`config.mk`:
```
export PLATFORM = sky130hd
export DESIGN_NAME = mrr_queue
export DESIGN_NICKNAME = d
export VERILOG_FILES = /design/src/mrr_pkg.sv /design/src/mrr_queue.sv
export SDC_FILE = /design/constraint.sdc
export NUM_CORES = 1
export LEC_CHECK = 0
export BUFFER_PORTS_ARGS = -buffer_cell sky130_fd_sc_hd__buf_4
export CORE_ASPECT_RATIO = 0.9
export CORE_UTILIZATION = 46
export CTS_CLUSTER_SIZE = 24
export DETAILED_ROUTE_END_ITERATION = 8
export GPL_TIMING_DRIVEN = 0
export PLACE_DENSITY = 0.7
export SYNTH_ARGS = -nofsm -noshare
export SYNTH_HDL_FRONTEND = slang
export SYNTH_SLANG_ARGS = --single-unit
export TNS_END_PERCENT = 20
```
`constraint.sdc`:
```
create_clock -name clk -period 1.4 [get_ports clk]
set_input_delay 0.21 -clock clk [delete_from_list [all_inputs] [get_ports clk]]
set_output_delay 0.21 -clock clk [all_outputs]
set_load 0.02 [all_outputs]
```
`src/mrr_pkg.sv`:
```
// ============================================================================
// mrr_pkg
// Shared types and constants for the matrix ring rotation block.
// ============================================================================
package mrr_pkg;

    // Fixed field widths of the item, result and configuration channels.
    localparam int ELEM_W      = 32;
    localparam int DIM_W       = 7;
    localparam int CFG_INDEX_W = 4;

    // Defaults for the top-level parameters.
    localparam int MAX_ROWS_DEFAULT   = 64;
    localparam int MAX_COLS_DEFAULT   = 64;
    localparam int DATA_WIDTH_DEFAULT = 32;

    // Register indexes on the configuration port.
    localparam logic [CFG_INDEX_W-1:0] REG_ROW_COUNT    = 4'd0;
    localparam logic [CFG_INDEX_W-1:0] REG_COLUMN_COUNT = 4'd1;

    // Item commands.
    localparam logic CMD_LOAD = 1'b0;
    localparam logic CMD_READ = 1'b1;

    // Command queue between the front and back parts.
    localparam int QUEUE_DEPTH = 4;
    localparam int QUEUE_PTR_W = 2;
    localparam int QUEUE_CNT_W = 3;

    // Result buffer in the back part.
    localparam int RES_DEPTH = 2;
    localparam int RES_CNT_W = 2;

    typedef struct packed {
        logic                     cmd;
        logic signed [ELEM_W-1:0] element_value;
    } item_t;

    typedef struct packed {
        logic signed [ELEM_W-1:0] rotated_value;
        logic                     last_element;
    } result_t;

    // Control part of one queued memory operation.
    typedef struct packed {
        logic is_read;
        logic last;
    } op_ctl_t;

    typedef struct packed {
        logic                   full;
        logic                   empty;
        logic [QUEUE_CNT_W-1:0] count;
    } queue_status_t;

    typedef struct packed {
        logic                 pend;
        logic [RES_CNT_W-1:0] res_count;
    } back_status_t;

endpackage

```
`src/mrr_queue.sv`:
```
// ============================================================================
// mrr_queue
// Short FIFO that carries memory operations from the front to the back part.
// ============================================================================
module mrr_queue import mrr_pkg::*; #(
    parameter int WIDTH = 8
) (
    input  logic             clk,
    input  logic             rst_n,
    input  logic             push,
    input  logic [WIDTH-1:0] push_data,
    input  logic             pop,
    output logic [WIDTH-1:0] head_data,
    output queue_status_t    status
);

    logic [WIDTH-1:0]       mem_reg [QUEUE_DEPTH];
    logic [QUEUE_PTR_W-1:0] wr_ptr_reg, wr_ptr_next;
    logic [QUEUE_PTR_W-1:0] rd_ptr_reg, rd_ptr_next;
    logic [QUEUE_CNT_W-1:0] count_reg, count_next;

    always_comb
    begin
        wr_ptr_next = wr_ptr_reg;
        rd_ptr_next = rd_ptr_reg;
        count_next  = count_reg;
        if (push)
        begin
            wr_ptr_next = wr_ptr_reg + QUEUE_PTR_W'(1);
        end
        if (pop)
        begin
            rd_ptr_next = rd_ptr_reg + QUEUE_PTR_W'(1);
        end
        if (push && !pop)
        begin
            count_next = count_reg + QUEUE_CNT_W'(1);
        end
        else if (pop && !push)
        begin
            count_next = count_reg - QUEUE_CNT_W'(1);
        end
    end

    always_ff @(posedge clk or negedge rst_n)
    begin
        if (!rst_n)
        begin
            wr_ptr_reg <= '0;
            rd_ptr_reg <= '0;
            count_reg  <= '0;
        end
        else
        begin
            wr_ptr_reg <= wr_ptr_next;
            rd_ptr_reg <= rd_ptr_next;
            count_reg  <= count_next;
        end
    end

    always_ff @(posedge clk)
    begin
        if (push)
        begin
            mem_reg[wr_ptr_reg] <= push_data;
        end
    end

    assign head_data    = mem_reg[rd_ptr_reg];
    assign status.full  = (count_reg == QUEUE_CNT_W'(QUEUE_DEPTH));
    assign status.empty = (count_reg == '0);
    assign status.count = count_reg;

endmodule

```
# Yosys cells after proc, flatten, opt, wreduce, memory -nomap -nowiden

Memory sizes are Yosys's and may differ from the RTL's.
Cells that the tools add are included.

Add/subtract/negate cells: 4
Eq/ne operators: 1
Multiplexer cells: 4
Reductions and logical operators: 6

Operators with widths:

| cell                                              | number |
|---|---|
| two-way mux 3 bit                                 | 2 |
| adder 2 x 1 -> 2 bit (second input constant)      | 2 |
| adder 3 x 1 -> 3 bit (second input constant)      | 1 |
| equality test 3 bit (second input constant)       | 1 |
| logical NOT 3 bit                                 | 1 |
| subtractor 3 x 1 -> 3 bit (second input constant) | 1 |
| logical AND 1 bit                                 | 2 |
| logical NOT 1 bit                                 | 2 |
| two-way mux 1 bit                                 | 2 |
| nonzero test 2 bit                                | 1 |

Register bits after elaboration: 7
Bits in writable memories: 32
Bits of input ports: 12
Output and inout port bits: 13
Word-level logic and storage cells: 19
Memories: 1

Memory list:

| name    | depth | width | read ports | clocked after memory_dff | write ports | RTL line        | source |
|---|---|---|---|---|---|---|---|
| mem_reg | 4     | 8     | 1          | 0                        | 1           | mrr_queue.sv:17 | `logic [WIDTH-1:0] mem_reg [QUEUE_DEPTH];` |

# Depth between registers and ports, before layout

Gate-level depths: netlist of the first run.

Depth in word-level cells: 4
Depth in mapped cells: 7
Depth with buffers taken out: 7

# Worst setup path before layout of the first run

No wires, ideal clock.

Path type: register to register
From: register count_reg[0]
To: register count_reg[2]
Data arrival time: 1.341 ns
Path slack: -0.021 ns
Stages on the path, launching flop included: 5
Buffers on the path: 0
Path through: dfrtp_1 fa_1 xor2_1 nor2_1 xor2_1

Cells in the longest elaborated chain, start to end: 3

RTL lines:

| what                      | RTL line        | source |
|---|---|---|
| start, declared           | mrr_queue.sv:20 | `logic [QUEUE_CNT_W-1:0] count_reg, count_next;` |
| start signal, assigned    | mrr_queue.sv:57 | `count_reg <= count_next;` |
| subtractor 3 x 1 -> 3 bit | mrr_queue.sv:41 | `count_next = count_reg - QUEUE_CNT_W'(1);` |
| two-way mux 3 bit         | mrr_queue.sv:39 | `else if (pop && !push)` |
| two-way mux 3 bit *       | mrr_queue.sv:35 | `if (push && !pop)` |

Every way passes the cells marked *; elsewhere a longest branch is shown, timed or not. The select of a mux whose other input is x is not followed.
A chain may end at the register's enable or synchronous reset.

# Worst setup path after layout of the first run

From: register rd_ptr_reg[0]
To: output head_data[5]

Cells in the longest elaborated chain, start to end: 1

RTL lines:

| what                    | RTL line        | source |
|---|---|---|
| start, declared         | mrr_queue.sv:19 | `logic [QUEUE_PTR_W-1:0] rd_ptr_reg, rd_ptr_next;` |
| start signal, assigned  | mrr_queue.sv:56 | `rd_ptr_reg <= rd_ptr_next;` |
| memory read (4 x 8 bit) | n/a             |  |
| end, declared           | mrr_queue.sv:13 | `output logic [WIDTH-1:0] head_data,` |

Every way passes these cells.

==> results of run 1 <==
where the power goes:
| group | leakage (nW) | total (mW) | switching (mW) | internal (mW) |
|---|---|---|---|---|
| registers | 0.375 | 1.70 | 0.142 | 1.56 |
| clock network | 0.0477 | 0.717 | 0.377 | 0.341 |
| logic | 0.308 | 1.64 | 0.800 | 0.839 |
repair_timing:
action                     4_1_cts  5_1_grt
setup endpoints to repair       25       17
resized for setup               11        2
hold endpoints to repair         7        0
buffers inserted                 0        0
hold buffers                     1        0
final cells by class:
cell class / count / area (um^2) / area share (%)
Inverter: 4 / 15.0 / 0.783
Tap cell: 42 / 52.6 / 2.74
Sequential cell: 39 / 1140 / 59.3
Multi-Input combinational cell: 31 / 384 / 20.0
Clock buffer: 5 / 68.8 / 3.59
Buffer: 2 / 25.0 / 1.30
Clock inverter: 3 / 15.0 / 0.783
Timing Repair Buffer: 25 / 220 / 11.5
final timing paths:
path,startpoint,end,slack (ns),cells after the start
worst max register to register,count_reg[0]$_DFFE_PN0P_,count_reg[2]$_DFFE_PN0P_,-0.04,4
min in group asynchronous,rst_n,rd_ptr_reg[0]$_DFFE_PN0P_,0.27,2
worst min-delay path,pop,rd_ptr_reg[0]$_DFFE_PN0P_,0.11,2
worst max-delay path,rd_ptr_reg[0]$_DFFE_PN0P_,head_data[5],-0.29,3
max in group asynchronous,rst_n,count_reg[0]$_DFFE_PN0P_,0.99,2
worst min register to register,count_reg[2]$_DFFE_PN0P_,count_reg[2]$_DFFE_PN0P_,0.53,1
cells in the final DEF, fill, tap and decap left out:
| cell type | instances |
|---|---|
| mux4_2 | 8 |
| nor3b_1 | 1 |
| fa_1 | 1 |
| buf_12 | 1 |
| nand2_1 | 2 |
| and2_1 | 1 |
| nor3_1 | 1 |
| dfrtp_1 | 6 |
| clkinv_2 | 3 |
| and2_2 | 3 |
| buf_2 | 1 |
| buf_6 | 8 |
| o21ai_0 | 1 |
| xor2_1 | 4 |
| edfxtp_1 | 32 |
| buf_4 | 16 |
| xnor2_1 | 2 |
| clkbuf_8 | 5 |
| dlygate4sd3_1 | 1 |
| nor2_1 | 1 |
| ha_1 | 5 |
| dfrtp_2 | 1 |
| inv_1 | 4 |
| mux2_2 | 1 |
logic make-up after synthesis:
| logic type | after synthesis | share of synthesized area (%) |
|---|---|---|
| flip-flops | 39 | 73.4 |
| multiplexers | 9 | 12.4 |
| AND/OR/NAND/NOR | 9 | 3.15 |
| XOR/XNOR | 6 | 3.40 |
| buffers and inverters | 6 | 2.02 |
| adder cells (fa/ha/maj) | 6 | 5.34 |
| AO/OA/AOI/OAI | 1 | 0.323 |
Yosys cell counts:
master	count
ha_1	5
o21ai_0	1
dfrtp_1	7
nand2_1	2
xor2_1	4
mux2_2	1
nor3b_1	1
mux4_2	8
fa_1	1
nor2_1	1
and2_1	4
buf_6	1
nor3_1	1
inv_1	4
buf_2	1
xnor2_1	2
edfxtp_1	32
per-layer routing:
layer | wire length [um] | vias up
li1 | - | 349
met2 | 1170 | 26
met5 | 0 | -
met4 | 23 | 0
met3 | 116 | 4
met1 | 1050 | 373
worst reg2reg max path, delay by kind of cell (launching register included):
kind	cells	cell delay, ns
DFF	1	0.45
adders and majority gates	1	0.44
xor gates and xnor gates	2	0.34
and+or+nand+nor	1	0.13
metrics by stage:
step / util, % / cell area (um^2) / setup TNS, ns / cells / setup slack (ns)
after global routing: 61.1 / 1920 / -2.86 / 151 / -0.353
final: 61.1 / 1920 / -2.29 / 151 / -0.288
after global placement: 56.8 / 1780 / -0.140 / 142 / -0.0943
after floorplan: - / 1550 / 0 / 76 / 0.0190
after CTS: 60.9 / 1910 / -2.56 / 151 / -0.324
after detailed placement: 56.8 / 1780 / -0.604 / 142 / -0.135
==> impl_metrics.ini, run 1 <==
[global_routing]
grt_usage_pct = 15.6
gr-max-usage-layer = met2
grt_overflow = 0
grt_use_met1_pct = 18.9
antenna_found_initial = 0
grtUsageMet2_pct = 24.4
grt_max_degree = 13
grt_pass1_wl_um = 3850
grt_pass1_vias = 812
grt_use_met3_pct = 6.00

[worst_setup_path]
crit_required_ns = 1.19
worstPathArrival_ns = 1.48
cp_num_buf_inv = 2
critical_path_class = reg -> out
worstPathMaxFanout = 10
crit_path_top_delay_cell = mux4_2
cp_slowest_stage_delay_ns = 0.52
worst_setup_path_start_kind = flop
cp_top_family = multiplexers
worstPathCellList = buf_12 > mux4_2 > buf_6
end_kind = output pin

[timing]
worst_slew_pin_slew_ns = 0.416
max_slew_margin_pct = 72.3
hold_viol_final = 0
post-route-min-period_ns = 1.69
whs_ns = 0.113
drv_slew = 0
finalCritPeriodShare_pct = 121
setup_viol = 9
skew_ns = 0.00303
grt_setup_unrepaired = true
fmax_mhz = 592
worst_slack_ns = -0.288

[outcome]
status = finished with violations
violations = negative setup slack

[cells_and_area]
largest_reg_flops = 32
diodes = 0
drive_above_1_share_pct = 43.1
layout.nets = 126
fillers = 245
area_delta_synth_final_pct = 23.9

[floorplan]
die_area_mm2 = 0.00360
initial_core_util_pct = 49.3
core-area_mm2 = 0.00314
num_rows = 19
die_y_um = 57.0
io_pins = 25
dieWidth_um = 63.1

[synth]
yosys_warnings = 0
yosysTopAreaCellShare_pct = 62.1
synthTopCellsByArea = edfxtp_1 62%, mux4_2 12%, dfrtp_1 11%, ha_1 4.0%, xor2_1 2.3%
ys_seq_area_share_pct = 73.4
synth_area_per_cell_um2 = 20.4
synth_cell_type_count = 17
synthCells = 76
synth-seq-cells = 39
netlist_area_mm2 = 0.00155
synth_top_area_cell = edfxtp_1
syn_nets = 94

[route]
drt-wirelength-per-cell_um = 15.7
detail_route.iter0.violations = 55
dr.pass1.iters = 4
drc_errors = 0
finalWirelength_um = 2370
ant_nets = 0
num_vias = 752
drt-vias-per-instance = 4.98

[clocking]
cts-root-buf = clkbuf_8
clkTransAtPathRegs_ns = 0.07
clock_latency_ns = 0.29
cts_tree = yes
cts_max_level = 2
clockBufferDepth = 2
cts_sinks = 39
cts_buffers = 5

[placement]
hpwl_um = 1570
placement.io_buffers = 24
place_congestion = 0.688

[job]
drv_cap = 0

[power]
p_leak_nw = 0.731
powerDensity_mw_per_mm2 = 2110
irDropWorstVdd_mv = 1.06
finalPower_mw = 4.06

[hold_path]
hold_class = in -> reg
Note: power is estimated with default switching activity, not from simulation.
==> inputs of run 2 (changes only) <==
--- a/config.mk
+++ b/config.mk
@@ -11,7 +11,8 @@
 export CTS_CLUSTER_SIZE = 24
 export DETAILED_ROUTE_END_ITERATION = 8
 export GPL_TIMING_DRIVEN = 0
-export PLACE_DENSITY = 0.7
+export PLACE_DENSITY = 0.79
+export SETUP_SLACK_MARGIN = 0.3
 export SYNTH_ARGS = -nofsm -noshare
 export SYNTH_HDL_FRONTEND = slang
 export SYNTH_SLANG_ARGS = --single-unit
==> run 2 against run 1 <==
  * The run still ends with negative setup slack left
  * Critical path depth did not move
  * Total power rose by 9.0%
  * Clock skew rose by 0.0020 ns
  * Via count rose by 7.4%
  * Register-to-register slack improved by 0.09 ns
  * Wire length rose by 9.9%
  * First-iteration DRC count fell by 53%
  * Cell count rose by 2.6%
  * Critical endpoint unchanged
==> impl_metrics.ini, run 2 (synthesized netlist as in run 1, its figures left out) <==
[placement]
place_ws_ns = -0.0770
placed_area_mm2 = 0.00180
placement.io_buffers = 24
place_congestion = 0.653
hpwl_um = 1590

[worst_setup_path]
end_kind = output pin
cp_top_family = multiplexers
timing.rr.start = count_reg[1]$_DFFE_PN0P_
worstPathArrival_ns = 1.50
worst_setup_path_start_kind = flop
rr_worst_depth = 4
crit_required_ns = 1.19
cp-startpoint = rd_ptr_reg[0]$_DFFE_PN0P_
crit_path_top_delay_cell = mux4_2
worstPathMaxFanout = 9
crit_cells = 3
endpoint = head_data[5]
worstPathCellList = buf_8 > mux4_2 > buf_6
r2r_slack_ns = 0.05
cp_num_buf_inv = 2
r2r_end = count_reg[2]$_DFFE_PN0P_
critical_path_class = reg -> out
cp_slowest_stage_delay_ns = 0.52

[route]
finalWirelength_um = 2600
highest_layer = met4
wl_met2_um = 1350
drc_errors = 0
num_vias = 808
dr.pass1.iters = 4
drt-wirelength-per-cell_um = 16.8
met1_length_um = 1050
drt-vias-per-instance = 5.21
dr_wl_met3_um = 122
ant_nets = 0
detail_route.iter0.violations = 26

[clocking]
cts-root-buf = clkbuf_8
cts_max_level = 2
cts_buffers = 5
clkTransAtPathRegs_ns = 0.07
cts_sinks = 39
clockBufferDepth = 2
clock_latency_ns = 0.29
cts_tree = yes

[cells_and_area]
diodes = 0
layout.nets = 130
largest_reg_flops = 32
final_common_cell = edfxtp_1
area_delta_synth_final_pct = 32.4
final_cell_mix = 32 x edfxtp_1, 15 x buf_4, 13 x buf_6
drive_above_1_share_pct = 56.6
fillers = 219
design_area_mm2 = 0.00205

[floorplan]
core-area_mm2 = 0.00314
die_y_um = 57.0
num_rows = 19
dieWidth_um = 63.1
die_area_mm2 = 0.00360
io_pins = 25
initial_core_util_pct = 49.3

[global_routing]
grt_pass1_wl_um = 3780
grt_overflow = 0
grt_pass1_vias = 828
grt_max_degree = 12
antenna_found_initial = 0
grt_usage_pct = 15.7

[job]
drv_cap = 0

[timing]
worst_slew_pin_slew_ns = 0.258
grt_setup_unrepaired = true
hold_viol_final = 0
setup_viol = 8
max_slew_margin_pct = 82.8
skew_ns = 0.00504
post-route-min-period_ns = 1.71
worst_slack_ns = -0.314
fmax_mhz = 583
drv_slew = 0
tns_ns = -2.44
finalCritPeriodShare_pct = 122

[hold_path]
hp-start = push_data[0]
hold_class = in -> reg

[power]
powerDensity_mw_per_mm2 = 2160
p_leak_nw = 0.752
finalPower_mw = 4.42
irDropWorstVdd_mv = 1.20

[outcome]
violations = negative setup slack
status = finished with violations
run 2: changes by cell type in the layout (fill, tap and decap cells not counted), moves of 4 or more:
| cell | previous run | this run |
|---|---|---|
| buf_6 | 8 | 13 |
| ha_1 | 5 | 0 |
| ha_4 | 0 | 5 |
| and2_4 | 0 | 4 |
| inv_1 | 4 | 0 |
run 2: how the worst min path moves through the flow:
stage / to / slack [ns] / cells past startpoint
after CTS: mem_reg[3][4]$_DFFE_PP_ / 0.12 / 1
after global placement: count_reg[2]$_DFFE_PN0P_ / 0.03 / 1
after floorplan: count_reg[0]$_DFFE_PN0P_ / -0.09 / 0
after global routing: mem_reg[1][0]$_DFFE_PP_ / 0.10 / 1
after detailed placement: count_reg[2]$_DFFE_PN0P_ / 0.03 / 1
final: mem_reg[2][0]$_DFFE_PP_ / 0.12 / 1
run 2: through the flow:
step	utilization, %	hold slack, ns	cells
after floorplan	-	-0.0856	76
after global placement	57.3	0.0251	142
after detailed placement	57.3	0.0298	142
after CTS	64.5	0.116	154
after global routing	65.3	0.104	155
final	65.3	0.120	155
run 2: what timing repair did:
| action | in CTS | in global routing |
|---|---|---|
| hold buffers | 1 | 0 |
| buffers inserted | 3 | 1 |
| endpoints found under the hold margin | 7 | 0 |
| endpoints found under the setup margin | 46 | 47 |
| pin swaps | 7 | 8 |
| resized for setup | 34 | 4 |
run 2: metal layers:
layer	track usage, %	vias to the layer above
li1	-	356
met4	9.97	0
met1	15.8	422
met5	0	-
met3	7.00	8
met2	26.6	22
run 2: where the power goes:
| group | leakage [nW] | switching [mW] | internal, mW | total (mW) |
|---|---|---|---|---|
| clock | 0.0395 | 0.345 | 0.353 | 0.698 |
| combinational | 0.340 | 0.927 | 1.03 | 1.96 |
| sequential | 0.372 | 0.193 | 1.57 | 1.76 |
run 2: area by class of cell:
class | count | area [um^2] | share of cell area, %
clock buffers | 8 | 80.1 | 3.91
well taps | 42 | 52.6 | 2.56
multi-input cells | 31 | 469 | 22.9
repair buffers | 29 | 269 | 13.1
plain buffers | 2 | 20.0 | 0.977
flip-flops and latches | 39 | 1140 | 55.7
inverters | 4 | 17.5 | 0.855
