===== src/mrr_pkg.sv =====
// ============================================================================
// mrr_pkg
// Shared types and constants for the matrix ring rotation block.
// ============================================================================
package mrr_pkg;

    // Fixed field widths of the item, result and configuration channels.
    localparam int ELEM_W      = 32;
    localparam int DIM_W       = 7;
    localparam int CFG_INDEX_W = 4;

    // Defaults for the top-level parameters.
    localparam int MAX_ROWS_DEFAULT   = 64;
    localparam int MAX_COLS_DEFAULT   = 64;
    localparam int DATA_WIDTH_DEFAULT = 32;

    // Register indexes on the configuration port.
    localparam logic [CFG_INDEX_W-1:0] REG_ROW_COUNT    = 4'd0;
    localparam logic [CFG_INDEX_W-1:0] REG_COLUMN_COUNT = 4'd1;

    // Item commands.
    localparam logic CMD_LOAD = 1'b0;
    localparam logic CMD_READ = 1'b1;

    // Command queue between the front and back parts.
    localparam int QUEUE_DEPTH = 4;
    localparam int QUEUE_PTR_W = 2;
    localparam int QUEUE_CNT_W = 3;

    // Result buffer in the back part.
    localparam int RES_DEPTH = 2;
    localparam int RES_CNT_W = 2;

    typedef struct packed {
        logic                     cmd;
        logic signed [ELEM_W-1:0] element_value;
    } item_t;

    typedef struct packed {
        logic signed [ELEM_W-1:0] rotated_value;
        logic                     last_element;
    } result_t;

    // Control part of one queued memory operation.
    typedef struct packed {
        logic is_read;
        logic last;
    } op_ctl_t;

    typedef struct packed {
        logic                   full;
        logic                   empty;
        logic [QUEUE_CNT_W-1:0] count;
    } queue_status_t;

    typedef struct packed {
        logic                 pend;
        logic [RES_CNT_W-1:0] res_count;
    } back_status_t;

endpackage


===== src/mrr_front.sv =====
// ============================================================================
// mrr_front
// Accepts items, holds the size registers and positions, and turns each item
// into one memory write or one memory read with its source address.
// ============================================================================
module mrr_front import mrr_pkg::*; #(
    parameter int MAX_ROWS   = MAX_ROWS_DEFAULT,
    parameter int MAX_COLS   = MAX_COLS_DEFAULT,
    parameter int DATA_WIDTH = DATA_WIDTH_DEFAULT,
    localparam int AW        = $clog2(MAX_ROWS * MAX_COLS)
) (
    input  logic                   clk,
    input  logic                   rst_n,
    input  logic                   item_valid,
    output logic                   item_stall,
    input  item_t                  item,
    input  logic                   cfg_valid,
    output logic                   cfg_ready,
    input  logic [CFG_INDEX_W-1:0] cfg_index,
    input  logic [DIM_W-1:0]       cfg_data,
    input  logic                   queue_full,
    output logic                   cmd_push,
    output op_ctl_t                cmd_ctl,
    output logic [AW-1:0]          cmd_addr,
    output logic [DATA_WIDTH-1:0]  cmd_data
);

    localparam int TW = 2 * DIM_W;
    localparam int CW = (AW + 1 > TW) ? AW + 1 : TW;
    localparam int XW = (DATA_WIDTH > ELEM_W) ? DATA_WIDTH : ELEM_W;

    function automatic logic [DIM_W-1:0] min_dim(input logic [DIM_W-1:0] a,
                                                 input logic [DIM_W-1:0] b);
        return (a < b) ? a : b;
    endfunction

    logic [DIM_W-1:0] row_count_reg, row_count_next;
    logic [DIM_W-1:0] column_count_reg, column_count_next;
    logic [AW-1:0]    load_pos_reg, load_pos_next;
    logic [AW-1:0]    read_pos_reg, read_pos_next;
    logic [DIM_W-1:0] read_row_reg, read_row_next;
    logic [DIM_W-1:0] read_col_reg, read_col_next;

    logic [DIM_W-1:0] rows, cols;
    logic [TW-1:0]    total;
    logic [CW-1:0]    load_step, read_step;
    logic             load_wrap, read_last;
    logic [DIM_W-1:0] dist_bottom, dist_right, ring, rings;
    logic [AW-1:0]    cols_a, src_addr;
    logic [XW-1:0]    elem_wide;
    logic             accept;

    // Sizes out of range act as the nearest legal size.
    always_comb
    begin
        rows = row_count_reg;
        if (row_count_reg == '0)
        begin
            rows = DIM_W'(1);
        end
        else if (row_count_reg > MAX_ROWS)
        begin
            rows = DIM_W'(MAX_ROWS);
        end
        cols = column_count_reg;
        if (column_count_reg == '0)
        begin
            cols = DIM_W'(1);
        end
        else if (column_count_reg > MAX_COLS)
        begin
            cols = DIM_W'(MAX_COLS);
        end
    end

    assign total     = TW'(rows) * TW'(cols);
    assign load_step = CW'(load_pos_reg) + CW'(1);
    assign read_step = CW'(read_pos_reg) + CW'(1);
    assign load_wrap = (load_step >= CW'(total));
    assign read_last = (read_step >= CW'(total));

    assign dist_bottom = rows - DIM_W'(1) - read_row_reg;
    assign dist_right  = cols - DIM_W'(1) - read_col_reg;
    assign ring        = min_dim(min_dim(read_row_reg, read_col_reg),
                                 min_dim(dist_bottom, dist_right));
    assign rings       = min_dim(rows, cols) >> 1;
    assign cols_a      = AW'(cols);

    // Each ring position takes the element that precedes it clockwise; the
    // middle line of an odd size is not on any ring and reads itself.
    always_comb
    begin
        if (ring >= rings)
        begin
            src_addr = read_pos_reg;
        end
        else if (read_row_reg == ring && read_col_reg > ring)
        begin
            src_addr = read_pos_reg - AW'(1);
        end
        else if (dist_right == ring && read_row_reg > ring)
        begin
            src_addr = read_pos_reg - cols_a;
        end
        else if (dist_bottom == ring && dist_right > ring)
        begin
            src_addr = read_pos_reg + AW'(1);
        end
        else
        begin
            src_addr = read_pos_reg + cols_a;
        end
    end

    assign elem_wide  = XW'($unsigned(item.element_value));
    assign accept     = item_valid && !queue_full;
    assign item_stall = queue_full;
    assign cfg_ready  = 1'b1;

    assign cmd_push        = accept;
    assign cmd_ctl.is_read = (item.cmd == CMD_READ);
    assign cmd_ctl.last    = (item.cmd == CMD_READ) && read_last;
    assign cmd_addr        = (item.cmd == CMD_READ) ? src_addr : load_pos_reg;
    assign cmd_data        = elem_wide[DATA_WIDTH-1:0];

    always_comb
    begin
        row_count_next    = row_count_reg;
        column_count_next = column_count_reg;
        load_pos_next     = load_pos_reg;
        read_pos_next     = read_pos_reg;
        read_row_next     = read_row_reg;
        read_col_next     = read_col_reg;
        if (cfg_valid)
        begin
            case (cfg_index)
                REG_ROW_COUNT:
                begin
                    row_count_next = cfg_data;
                    load_pos_next  = '0;
                    read_pos_next  = '0;
                    read_row_next  = '0;
                    read_col_next  = '0;
                end
                REG_COLUMN_COUNT:
                begin
                    column_count_next = cfg_data;
                    load_pos_next     = '0;
                    read_pos_next     = '0;
                    read_row_next     = '0;
                    read_col_next     = '0;
                end
                default:
                begin
                end
            endcase
        end
        else if (accept && item.cmd == CMD_LOAD)
        begin
            load_pos_next = load_wrap ? '0 : load_step[AW-1:0];
        end
        else if (accept)
        begin
            read_pos_next = read_last ? '0 : read_step[AW-1:0];
            if (read_col_reg == cols - DIM_W'(1))
            begin
                read_col_next = '0;
                read_row_next = read_last ? '0 : read_row_reg + DIM_W'(1);
            end
            else
            begin
                read_col_next = read_col_reg + DIM_W'(1);
            end
        end
    end

    always_ff @(posedge clk or negedge rst_n)
    begin
        if (!rst_n)
        begin
            row_count_reg    <= DIM_W'(1);
            column_count_reg <= DIM_W'(1);
            load_pos_reg     <= '0;
            read_pos_reg     <= '0;
            read_row_reg     <= '0;
            read_col_reg     <= '0;
        end
        else
        begin
            row_count_reg    <= row_count_next;
            column_count_reg <= column_count_next;
            load_pos_reg     <= load_pos_next;
            read_pos_reg     <= read_pos_next;
            read_row_reg     <= read_row_next;
            read_col_reg     <= read_col_next;
        end
    end

endmodule


===== config.mk =====
export PLATFORM = sky130hd
export DESIGN_NAME = mrr_front
export DESIGN_NICKNAME = d
export VERILOG_FILES = /design/src/mrr_pkg.sv /design/src/mrr_front.sv
export SDC_FILE = /design/constraint.sdc
export NUM_CORES = 1
export LEC_CHECK = 0
export BUFFER_PORTS_ARGS = -buffer_cell sky130_fd_sc_hd__buf_4
export CAP_MARGIN = 20
export CORE_MARGIN = 1.5
export CORE_UTILIZATION = 54
export DETAILED_ROUTE_END_ITERATION = 10
export GPL_ROUTABILITY_DRIVEN = 0
export PLACE_DENSITY = 0.86
export SETUP_SLACK_MARGIN = 0.1
export SLEW_MARGIN = 20
export SYNTH_ARGS = -nofsm -noshare
export SYNTH_HDL_FRONTEND = slang
export SYNTH_SLANG_ARGS = --single-unit

===== constraint.sdc =====
create_clock -name clk -period 12.4 [get_ports clk]
set_input_delay 2.48 -clock clk [delete_from_list [all_inputs] [get_ports clk]]
set_output_delay 2.48 -clock clk [all_outputs]
set_load 0.01 [all_outputs]

==> After elaboration in Yosys (flattened, before gate mapping) <==
Cells that the tools add are included.
{ "word_totals": {"regBits": 52, "input_bits": 49, "output_inout_bits": 49, "wordCells": 89} }
{ "op_classes": {"n_addsub": 12, "multipliers": 1, "order_cmp": 12, "eq_ne": 7, "mux": 31, "bitwise_logic": 1, "n_reduce_logical": 19} }
{ "ops": {"columns": ["operator", "n"], "rows": [
  ["12-bit two-way mux", 13],
  ["7-bit two-way mux", 18],
  ["7-bit equality test", 4],
  ["13-bit by 14-bit >= comparator with 1-bit output", 2],
  ["7-bit < comparator", 4],
  ["12-bit by 1-bit adder with 13-bit output, second input constant", 2],
  ["7-bit > comparator", 3],
  ["7-bit by 1-bit adder with 7-bit output, second input constant", 2],
  ["7-bit > comparator, second input constant", 2],
  ["7-bit zero test", 2],
  ["7-bit by 7-bit multiplier with 14-bit output", 1],
  ["7-bit by 1-bit subtractor with 7-bit output, second input constant", 2],
  ["7-bit subtractor", 2],
  ["12-bit by 1-bit adder with 12-bit output, second input constant", 1],
  ["12-bit by 7-bit adder with 12-bit output", 1],
  ["12-bit by 1-bit subtractor with 12-bit output, second input constant", 1],
  ["12-bit by 7-bit subtractor with 12-bit output", 1],
  ["7-bit by 6-bit >= comparator with 1-bit output", 1],
  ["1-bit logical AND", 6],
  ["2-bit AND reduction", 3],
  ["2-bit nonzero test", 3],
  ["4-bit by 1-bit equality test with 1-bit output, second input constant", 1],
  ["4-bit zero test", 1],
  ["2-bit != test, second input constant", 2],
  ["other kinds (5)", 5]
]} }

==> Depth between registers and ports, before layout <==
Gate-level depths: netlist of the first run.
{ "logic_depth": {"ltp_word": 16, "mapped_depth": 50, "ltp_nobuf": 49} }

==> Worst setup path after synthesis of the first run <==
Ideal clock, no wire load.
{ "synth_path": {"kind": "reg2out", "startpoint": "register column_count_reg[3]", "endpoint": "output port cmd_addr[11]", "arrival_time_ns": 9.935, "required_time_ns": 9.920, "path_slack_ns": -0.015, "stages_incl_launch_ff": 49, "path_buffers": 1, "path_cell_list": "dfrtp_1 -> or4_4 -> nor3_1 -> a21o_1 -> inv_1 -> ha_1 -> inv_1 -> xnor2_1 -> ha_1 -> nor2b_1 -> o31ai_1 -> nand2_1 -> ha_1 -> nand2_1 -> a211oi_1 -> a211oi_1 -> maj3_2 -> maj3_4 -> [... 13 more ...] -> ha_1 -> inv_1 -> o22a_1 -> ha_1 -> nor2b_1 -> o21ai_0 -> nand2b_1 -> a21o_1 -> a21o_1 -> a21o_1 -> a21o_1 -> a21o_1 -> a21o_1 -> a21o_1 -> a21oi_1 -> nand3_1 -> mux2_1 -> nand3_1"} }
{ "synth_between": {"elab_chain_cells": 16, "elab_cells_between_ends": 29, "classes_between": "4 x add/sub; 8 x order compare; 3 x eq/ne; 10 x mux; 4 x reduce/logical"} }
{ "synth_rtl": {"columns": ["element", "line_no", "source"], "rows": [
  ["from (decl)", "mrr_front.sv:38", "logic [DIM_W-1:0] column_count_reg, column_count_next;"],
  ["from (signal assigned)", "mrr_front.sv:191", "column_count_reg <= column_count_next;"],
  ["7-bit > comparator", "mrr_front.sv:70", "else if (column_count_reg > MAX_COLS)"],
  ["7-bit two-way mux", "mrr_front.sv:70", null],
  ["7-bit two-way mux *", "mrr_front.sv:66", "if (column_count_reg == '0)"],
  ["7-bit by 1-bit subtractor with 7-bit output", "mrr_front.sv:83", "assign dist_right = cols - DIM_W'(1) - read_col_reg;"],
  ["7-bit subtractor", "mrr_front.sv:83", null],
  ["7-bit < comparator", "mrr_front.sv:34", "return (a < b) ? a : b;"],
  ["7-bit two-way mux", "mrr_front.sv:34", null],
  ["7-bit < comparator", "mrr_front.sv:34", null],
  ["7-bit two-way mux", "mrr_front.sv:34", null],
  ["7-bit > comparator / 7-bit equality test (equally long branches)", "mrr_front.sv:105", "else if (dist_bottom == ring && dist_right > ring)"],
  ["1-bit logical AND", "mrr_front.sv:105", null],
  ["12-bit two-way mux", "mrr_front.sv:105", null],
  ["12-bit two-way mux", "mrr_front.sv:101", "else if (dist_right == ring && read_row_reg > ring)"],
  ["12-bit two-way mux", "mrr_front.sv:97", "else if (read_row_reg == ring && read_col_reg > ring)"],
  ["12-bit two-way mux *", "mrr_front.sv:93", "if (ring >= rings)"],
  ["12-bit two-way mux *", "mrr_front.sv:123", "assign cmd_addr = (item.cmd == CMD_READ) ? src_addr : load_pos_reg;"],
  ["to (decl)", "mrr_front.sv:24", "output logic [AW-1:0] cmd_addr,"]
]} }
Mark *: on every way between the ends. The rest lies on a longest branch, timed or not.

==> Final worst setup path of the first run <==
Ends and elaborated chain as after synthesis.

==> results of run 1 <==
cell type report:
cell class | instances | area [um2] | share of cell area
flip-flops and latches | 52 | 1304 | 0.1365
clock inverters | 3 | 21.27 | 0.002227
repair buffers | 96 | 739.5 | 0.07744
inverters | 103 | 394.1 | 0.04127
clock buffers | 5 | 125.1 | 0.01310
well taps | 211 | 264.0 | 0.02765
multi-input cells | 840 | 6701 | 0.7018
per-stage QoR:
stage | hold slack [ns] | cell area [um2] | cells | setup TNS, ns
3_3_place_gp | 0.5109 | 8836 | 1270 | 0
4_1_cts | 0.5413 | 9255 | 1296 | 0
2_1_floorplan | 0.4961 | 8507 | 1067 | 0
3_5_place_dp | 0.5208 | 8836 | 1270 | -0.1514
5_1_grt | 0.5646 | 9549 | 1310 | -0.9028
6_report | 0.5361 | 9549 | 1310 | -0.1276
logic make-up (layout without fill, tap and decap cells):
family                     count (synthesis)  after routing  share of synthesized area
other                                      1              1                  0.0004413
AOI/OAI and AO/OA                        246            246                     0.1895
muxes                                     42             42                    0.05360
adders and majority gates                152            153                     0.2471
buffers and inverters                    176            207                    0.09645
xor gates and xnor gates                  68             68                    0.07186
and+or+nand+nor                          330            330                     0.1876
DFF                                       52             52                     0.1534
where the power goes:
part	internal, mW	total, mW	leakage (nW)	switching, mW
Combinational	0.829	1.81	3.95	0.978
Sequential	0.191	0.221	0.684	0.0304
Clock	0.0754	0.147	0.0702	0.0711
Total	1.09	2.17	4.70	1.08
routing by layer:
metal | vias up | part of all wire | track usage
met4 | 0 | 0.056 | 0.1500
met1 | 3763 | 0.40 | 0.3511
met2 | 424 | 0.47 | 0.4687
met3 | 118 | 0.075 | 0.05239
met5 | - | 0 | 0
li1 | 3702 | - | -
worst max-delay path, delay by kind of cell, from the launching register on:
| family | cells | cell delay [ns] |
|---|---|---|
| and+or+nand+nor | 10 | 2.60 |
| AOI/OAI and AO/OA | 17 | 2.71 |
| muxes | 2 | 0.50 |
| DFF | 1 | 0.38 |
| xor gates and xnor gates | 2 | 0.40 |
| adders and majority gates | 7 | 2.07 |
| buffers and inverters | 8 | 1.01 |
path summary, 6_finish.rpt:
kind / from / endpoint / slack [ns] / depth (start not counted)
setup reg to reg: column_count_reg[6] / read_row_reg[3] / 4.77 / 32
max in group asynchronous: rst_n / read_row_reg[6] / 9.71 / 1
hold / removal: row_count_reg[3] / row_count_reg[3] / 0.54 / 1
setup / recovery: column_count_reg[3] / cmd_addr[11] / -0.07 / 46
min in group asynchronous: rst_n / read_pos_reg[11] / 2.22 / 1
hold reg to reg: row_count_reg[3] / row_count_reg[3] / 0.54 / 1
what timing repair did:
| item | 4_1_cts | 5_1_grt |
|---|---|---|
| hold buffers | 0 | 0 |
| pin swaps | 21 | 52 |
| cloned | 1 | 0 |
| resized for setup | 28 | 43 |
| setup endpoints to repair | 4 | 5 |
| buffers inserted | 17 | 14 |
cells in the final DEF (no fill, tap or decap), drive strengths merged, types with 7 or more instances in the layout:
master  Yosys  routed
a21oi      61      61
xnor2      43      43
mux2       22      22
o31ai       9       9
nor2b      20      20
o21ai      72      72
xor2       25      25
mux2i      20      20
nand4       9       9
and2       10      10
ha        121     121
inv        99     101
dfrtp      50      50
nor2       86      86
nand2     105     105
nand2b     25      25
buf        41      96
a21o       35      35
o211ai      7       7
nand3      31      31
o22ai       9       9
nor3       14      14
fa         27      27
o21a        9       9
and3        9       9
==> summary.txt, run 1 <==
Worst setup path
  – Startpoint Class: flop
  – CP endpoint kind: output port
  – Max stage delay on crit path: around 0.6 ns
  – Critical path class: flop to output port
  – Critical path's slowest cell: or4_4
  – Crit path top cell by count: a21o_1
  – Crit-path max FO: 7
  – CP required: 9.92 ns
  – WP data arrival: 9.99 ns

Synth
  – Synth Flop Type: dfrtp_1
  – Yosys top cell by area: ha_1
  – Mapped Cells: 1067
  – Async SR Flop Fraction: 1.000
  – Synth cell count leaders: ha_1 (121), nand2_1 (104), inv_1 (98), nor2_1 (86), o21ai_0 (69)
  – Register area share after synthesis: 0.1534
  – Synth Cell Area: ~8500 um2
  – Avg Cell Area, Syn: 7.963 um2
  – Post-synth EDFFs: 0
  – Yosys reg bits: 52
  – Synth warn: 0
  – Distinct cells, synth: 86
  – Synth top area cells: ha_1 (18%), dfrtp_1 (15%), fa_1 (6.4%), nand2_1 (4.6%), inv_1 (4.3%)
  – Share of the synthesized area in the top cell type: 0.1782
  – Top-count cell post-synth: ha_1
  – Mapped Nets: ~1300

Clock tree
  – Clk slew on worst S/H paths: roughly 0.070 ns
  – H-tree levels: 2
  – CTS tree: yes
  – Max Root-Sink Buffers: 2
  – Root buf cell: clkbuf_16
  – Clk Latency, worst-skew pair: 0.31 ns
  – Clock Sinks: between 50 and 60
  – CTS buffer count: 5

Placed design
  – Input/output buffers: 32
  – HPWL after DPL: 17050 um
  – Pre-CTS setup slack: -0.1514 ns

Power and ir drop
  – Leak pwr: 4.702 nW
  – Worst IR Drop VDD: between 0.1 and 0.15 mV
  – Overall power: 2.175 mW
  – Cell Pwr Density: 227.7 nW/um2

Floorplan
  – Die area: ~16000 um2
  – Chip width: 128.4 um
  – Core area: 15260 um2
  – Num rows: 45
  – Die Ht: roughly 130 um
  – # IOs: 98
  – Starting density of the core: 0.5569

Routing
  – Wirelength per Cell: 18.02 um
  – Initial drt markers: 906
  – Total Wirelength: 23610 um
  – DRT Pass-1 Iters: 6
  – # DRC: 0
  – Routed Antenna Nets: 0
  – Routed vias: 8007
  – Via/cell ratio: approximately 6.1

Timing
  – RSZ-0062 raised after global routing: yes
  – # setup viols final: 2
  – Max_slew headroom: 0.4056
  – Slew @ Worst Pin: 0.8848 ns
  – Slew Limit Fails: 0
  – Fmax: around 0.08 GHz
  – PnR worst setup slack: -0.07170 ns
  – Final hold vios: 0
  – Max Clock Skew: 0.008321 ns
  – Final min period: between 10 and 15 ns
  – Final period util: 1.006

GRT
  – Gr usage total: 0.2827
  – Vias in the first global route: 7758
  – Global route overflow: 0
  – Initial antenna violation count: 0
  – First-pass GRT wire length: 37480 um
  – Largest net degree at the start of global routing: between 50 and 60

Final layout
  – Area Overhead vs Synth: 12.38%
  – Fin util: 0.6258
  – Nets: between 1000 and 1500
  – Diodes inserted: 0
  – Layout fillers: 1169
  – Share of cells above drive strength 1: 0.1856

Run
  – Max-cap violations: 0

Outcome
  – Status: complete, but fails checks
  – Failing checks: setup timing

Worst hold path
  – Worst Hold Class: flop to flop
Note: power is estimated with default switching activity, not from simulation.
==> inputs of run 2 (changes only) <==
--- a/config.mk
+++ b/config.mk
@@ -10,6 +10,6 @@
 export CORE_MARGIN = 1.5
-export CORE_UTILIZATION = 54
+export CORE_UTILIZATION = 55
 export DETAILED_ROUTE_END_ITERATION = 10
 export GPL_ROUTABILITY_DRIVEN = 0
-export PLACE_DENSITY = 0.86
+export PLACE_DENSITY = 0.87
 export SETUP_SLACK_MARGIN = 0.1
==> constraint.sdc (replaced) <==
create_clock -name clk -period 12.4 [get_ports clk]
set_input_delay 1.24 -clock clk [delete_from_list [all_inputs] [get_ports clk]]
set_output_delay 1.24 -clock clk [all_outputs]
set_load 0.01 [all_outputs]
==> summary.txt, run 2 (synthesized netlist as in run 1, its figures left out) <==
GRT
  – Initial antenna violation count: 0
  – Global route overflow: 0
  – Largest net degree at the start of global routing: 53
  – Gr usage total: 0.2761
  – First-pass GRT wire length: 36540 um
  – Vias in the first global route: slightly below 8000

Worst setup path
  – Critical path's slowest cell: or4_4
  – CP required: 11.16 ns
  – Startpoint Class: flop
  – CP endpoint kind: output port
  – WP data arrival: ~11 ns
  – Crit-path max FO: 10
  – Crit path top cell by count: a21o_1
  – Critical path class: flop to output port
  – Max stage delay on crit path: ~0.60 ns

Floorplan
  – Core area: 15150 um2
  – Die area: 16200 um2
  – Chip width: around 130 um
  – # IOs: 98
  – Num rows: 45
  – Starting density of the core: 0.5610
  – Die Ht: roughly 130 um

Final layout
  – Diodes inserted: 0
  – Area Overhead vs Synth: 6.288%
  – Fin cells: 1252
  – Multi-input logic area: ~6500 um2
  – Share of cells above drive strength 1: 0.1269
  – Layout fillers: between 1000 and 1500
  – Register area: 1304 um2
  – Final non-filler cell area: 9031 um2
  – Most frequent cells in the layout: ha_1 (120), nand2_1 (104), inv_1 (97)
  – Nets: 1260
  – Most common cell after layout, fill and taps aside: ha_1

Routing
  – DRT Pass-1 Iters: 6
  – Initial drt markers: 779
  – Routed Antenna Nets: 0
  – # DRC: 0
  – Wirelength per Cell: 18.10 um
  – Via/cell ratio: approximately 6.3
  – Routed vias: 7830
  – Total Wirelength: 22660 um

Power and ir drop
  – Cell Pwr Density: between 200 and 250 nW/um2
  – Overall power: 1.892 mW
  – Worst IR Drop VDD: 0.1073 mV
  – Leak pwr: 4.485 nW

Clock tree
  – CTS buffer count: 5
  – H-tree levels: 2
  – Clock Sinks: 52
  – Clk Latency, worst-skew pair: 0.30 ns
  – CTS tree: yes
  – CTS Hold Bufs: 0
  – Max Root-Sink Buffers: 2
  – Root buf cell: clkbuf_16
  – Clk slew on worst S/H paths: 0.07 ns

Placed design
  – Placed Instance Area: 8670 um2
  – # placed instances: ~1200
  – HPWL after DPL: 16960 um
  – Input/output buffers: 32
  – Pre-CTS setup slack: roughly 0.11 ns

Timing
  – Worst hold slack: 0.5341 ns
  – Fmax: 0.08332 GHz
  – Final period util: 0.9679
  – PnR worst setup slack: 0.3978 ns
  – # setup viols final: 0
  – Final hold vios: 0
  – Max Clock Skew: 0.005414 ns
  – Slew Limit Fails: 0
  – Max_slew headroom: 0.3922
  – Final min period: 12.00 ns
  – Slew @ Worst Pin: roughly 0.91 ns

Worst hold path
  – Worst Hold Class: flop to flop

Run
  – Max-cap violations: 0

Outcome
  – Status: finished clean
==> run 2: final timing paths <==
path | start | to | slack, ns | cells past startpoint
min in group asynchronous | rst_n | load_pos_reg[11] | 0.99 | 1
max in group asynchronous | rst_n | read_row_reg[5] | 10.92 | 1
worst min-delay path | row_count_reg[2] | row_count_reg[2] | 0.53 | 1
worst max register to register | column_count_reg[6] | read_row_reg[4] | 4.67 | 31
worst max-delay path | column_count_reg[3] | cmd_addr[11] | 0.40 | 50
worst min register to register | row_count_reg[2] | row_count_reg[2] | 0.53 | 1
==> run 2: where the power goes <==
group / switching (mW) / internal [mW]
logic: 0.862 / 0.660
registers: 0.0318 / 0.191
clock network: 0.0715 / 0.0755
==> run 2: metal layers <==
layer | vias up | wire length [um] | track usage
met4 | 0 | 1178 | 0.1598
met2 | 390 | 10850 | 0.4674
met3 | 104 | 1748 | 0.04313
met1 | 3686 | 8888 | 0.3337
li1 | 3650 | - | -
met5 | - | 0 | 0
==> run 2: timing repair <==
| action | 4_1_cts | 5_1_grt |
|---|---|---|
| pin swaps | 1 | 10 |
| endpoints found under the setup margin | 2 | 4 |
| gates cloned | 0 | 1 |
| gates resized for setup | 3 | 18 |
| setup buffers | 3 | 10 |
==> run 2: cell type report <==
type / instances / share of cell area
flip-flops and latches: 52 / 0.1444
multi-input cells: 840 / 0.7193
clock inverters: 3 / 0.002355
inverters: 103 / 0.04336
well taps: 188 / 0.02605
clock buffers: 5 / 0.01385
repair buffers: 61 / 0.05071
==> run 2: through the flow <==
| step | TNS, ns | util |
|---|---|---|
| 2_1_floorplan | 0 | - |
| 3_3_place_gp | 0 | 0.5724 |
| 3_5_place_dp | 0 | 0.5724 |
| 4_1_cts | 0 | 0.5846 |
| 5_1_grt | -0.02079 | 0.5963 |
| 6_report | 0 | 0.5963 |
==> run 2: critical path, delay by kind of cell (launching register included) <==
family | cells | cell delay [ns]
compound gates | 17 | 2.97
fa+ha+maj | 8 | 2.61
simple gates | 13 | 2.44
mux | 3 | 0.84
buf+inv | 7 | 0.80
flops | 1 | 0.43
xor+xnor | 2 | 0.34
==> inputs of run 3 (changes only) <==
CORE_ASPECT_RATIO = 0.75   (was default)
==> summary.txt, run 3 (synthesized netlist as in run 1, its figures left out) <==
Outcome
  – Status: finished clean

Worst setup path
  – Critical path class: flop to output port
  – Crit-path max FO: 11
  – Worst R2R Setup Slack: 4.68 ns
  – CP endpoint kind: output port
  – Critical path's slowest cell: or4_4
  – WP data arrival: roughly 11 ns
  – Startpoint Class: flop
  – FF-to-FF path depth: 31
  – Reg2Reg Launch Point: column_count_reg[6]
  – CP required: around 11 ns
  – Crit path top cell by count: a21o_1
  – Critical R2R Capture: read_row_reg[3]
  – Max stage delay on crit path: 0.60 ns

GRT
  – Initial antenna violation count: 0
  – Global route overflow: 0
  – Vias in the first global route: 7180
  – Largest net degree at the start of global routing: 53
  – First-pass GRT wire length: 36000 um
  – Gr usage total: 0.2724

Timing
  – RSZ-0062 raised after global routing: no
  – Max Clock Skew: 0.01113 ns
  – Slew @ Worst Pin: between 0.9 and 1 ns
  – Setup_tns: 0 ns
  – Max_slew headroom: 0.3940
  – Slew Limit Fails: 0
  – Worst hold slack: ~0.54 ns
  – Final period util: 0.9655
  – Final min period: 11.97 ns
  – # setup viols final: 0
  – Fmax: 0.08353 GHz
  – PnR worst setup slack: ~0.43 ns
  – Final hold vios: 0

Floorplan
  – Die area: 16210 um2
  – # IOs: 98
  – Chip width: 146.5 um
  – Core area: 15180 um2
  – Die Ht: 110.6 um
  – Num rows: 39
  – Starting density of the core: 0.5599

Routing
  – Initial drt markers: 919
  – Routed Antenna Nets: 0
  – Via/cell ratio: a little over 6
  – Wirelength per Cell: 17.44 um
  – # DRC: 0
  – Routed vias: 7794
  – DRT Pass-1 Iters: 5
  – Total Wirelength: roughly 22000 um

Clock tree
  – CTS Hold Bufs: 0
  – Clock Sinks: 52
  – CTS buffer count: 5
  – CTS tree: yes
  – H-tree levels: 2
  – Root buf cell: clkbuf_16
  – Max Root-Sink Buffers: 2
  – Clk slew on worst S/H paths: 0.08 ns
  – Clk Latency, worst-skew pair: 0.31 ns

Power and ir drop
  – Switching Share: 0.5089
  – Overall power: 1.911 mW
  – Clock share of power: 0.089
  – Comb pwr share: 0.796
  – Switch Pwr: 0.9722 mW
  – Worst IR Drop VDD: between 0.1 and 0.15 mV
  – Pint: 0.9384 mW
  – Seq pwr share: 0.116
  – Cell Pwr Density: 212.5 nW/um2
  – Leak pwr: 4.445 nW

Final layout
  – Share of cells above drive strength 1: 0.1185
  – Diodes inserted: 0
  – Most common cell after layout, fill and taps aside: ha_1
  – Layout fillers: 1281
  – Fin util: 0.5925
  – Area Overhead vs Synth: 5.816%
  – Most frequent cells in the layout: ha_1 (120), nand2_1 (103), inv_1 (97)
  – Final non-filler cell area: 8991 um2
  – Fin cells: 1260
  – Nets: 1251

Placed design
  – Placed Instance Area: ~8700 um2
  – HPWL after DPL: about 17000 um
  – Pre-CTS setup slack: 0.4138 ns
  – # placed instances: 1248
  – Input/output buffers: 32

Worst hold path
  – Worst Hold Class: flop to flop
  – Hold Crit Start: row_count_reg[3]
  – Hold Crit Depth: 1
  – Min-Delay Endpoint: row_count_reg[3]

Run
  – Max-cap violations: 0
-- run 3: layer usage --
layer,vias to the layer above,GRT usage,wire [um]
met2,445,0.3991,9294
met5,-,0,0
met3,56,0.07107,2629
li1,3614,-,-
met4,0,0.06128,457
met1,3679,0.3995,9594
-- run 3: final cells by class --
class / count / area (um2) / area share
clock buffers: 6 / 128.9 / 0.01433
clock inverters: 2 / 38.79 / 0.004314
inverters: 103 / 391.6 / 0.04356
multi-input cells: 839 / 6474 / 0.7200
flip-flops and latches: 52 / 1304 / 0.1450
well taps: 205 / 256.5 / 0.02853
repair buffers: 53 / 397.9 / 0.04425
-- run 3: how the worst max path moves through the flow --
stage,startpoint,end,slack [ns],cells past startpoint
floorplan,column_count_reg[3],cmd_addr[11],1.23,48
global route,column_count_reg[3],cmd_addr[11],0.07,50
detailed placement,column_count_reg[3],cmd_addr[11],0.41,45
CTS,column_count_reg[3],cmd_addr[11],0.12,49
global placement,column_count_reg[3],cmd_addr[11],0.73,45
finish,column_count_reg[3],cmd_addr[11],0.43,50
-- run 3: critical path, delay by kind of cell, from the launching register on --
kind | cells | cell delay, ns
AO/OA/AOI/OAI | 17 | 3.25
adder cells (fa/ha/maj) | 8 | 2.64
AND/OR/NAND/NOR | 13 | 2.18
multiplexers | 3 | 0.84
buffers and inverters | 7 | 0.74
flip-flops | 1 | 0.43
XOR/XNOR | 2 | 0.32
-- run 3: timing repair --
item | in CTS | in global routing
resized for setup | 2 | 17
endpoints found under the setup margin | 1 | 4
setup buffers | 0 | 4
pin swaps | 0 | 4
hold endpoints to repair | 0 | 0
-- run 3: power by group through the flow --
| stage | logic, mW | clock network (mW) | registers, mW |
|---|---|---|---|
| finish | 1.52 | 0.170 | 0.221 |
| CTS | 1.42 | 0.169 | 0.219 |
| detailed placement | 1.39 | 0 | 0.222 |
| global placement | 1.35 | 0 | 0.221 |
| global route | 1.65 | 0.176 | 0.225 |
| floorplan | 1.09 | 0 | 0.213 |
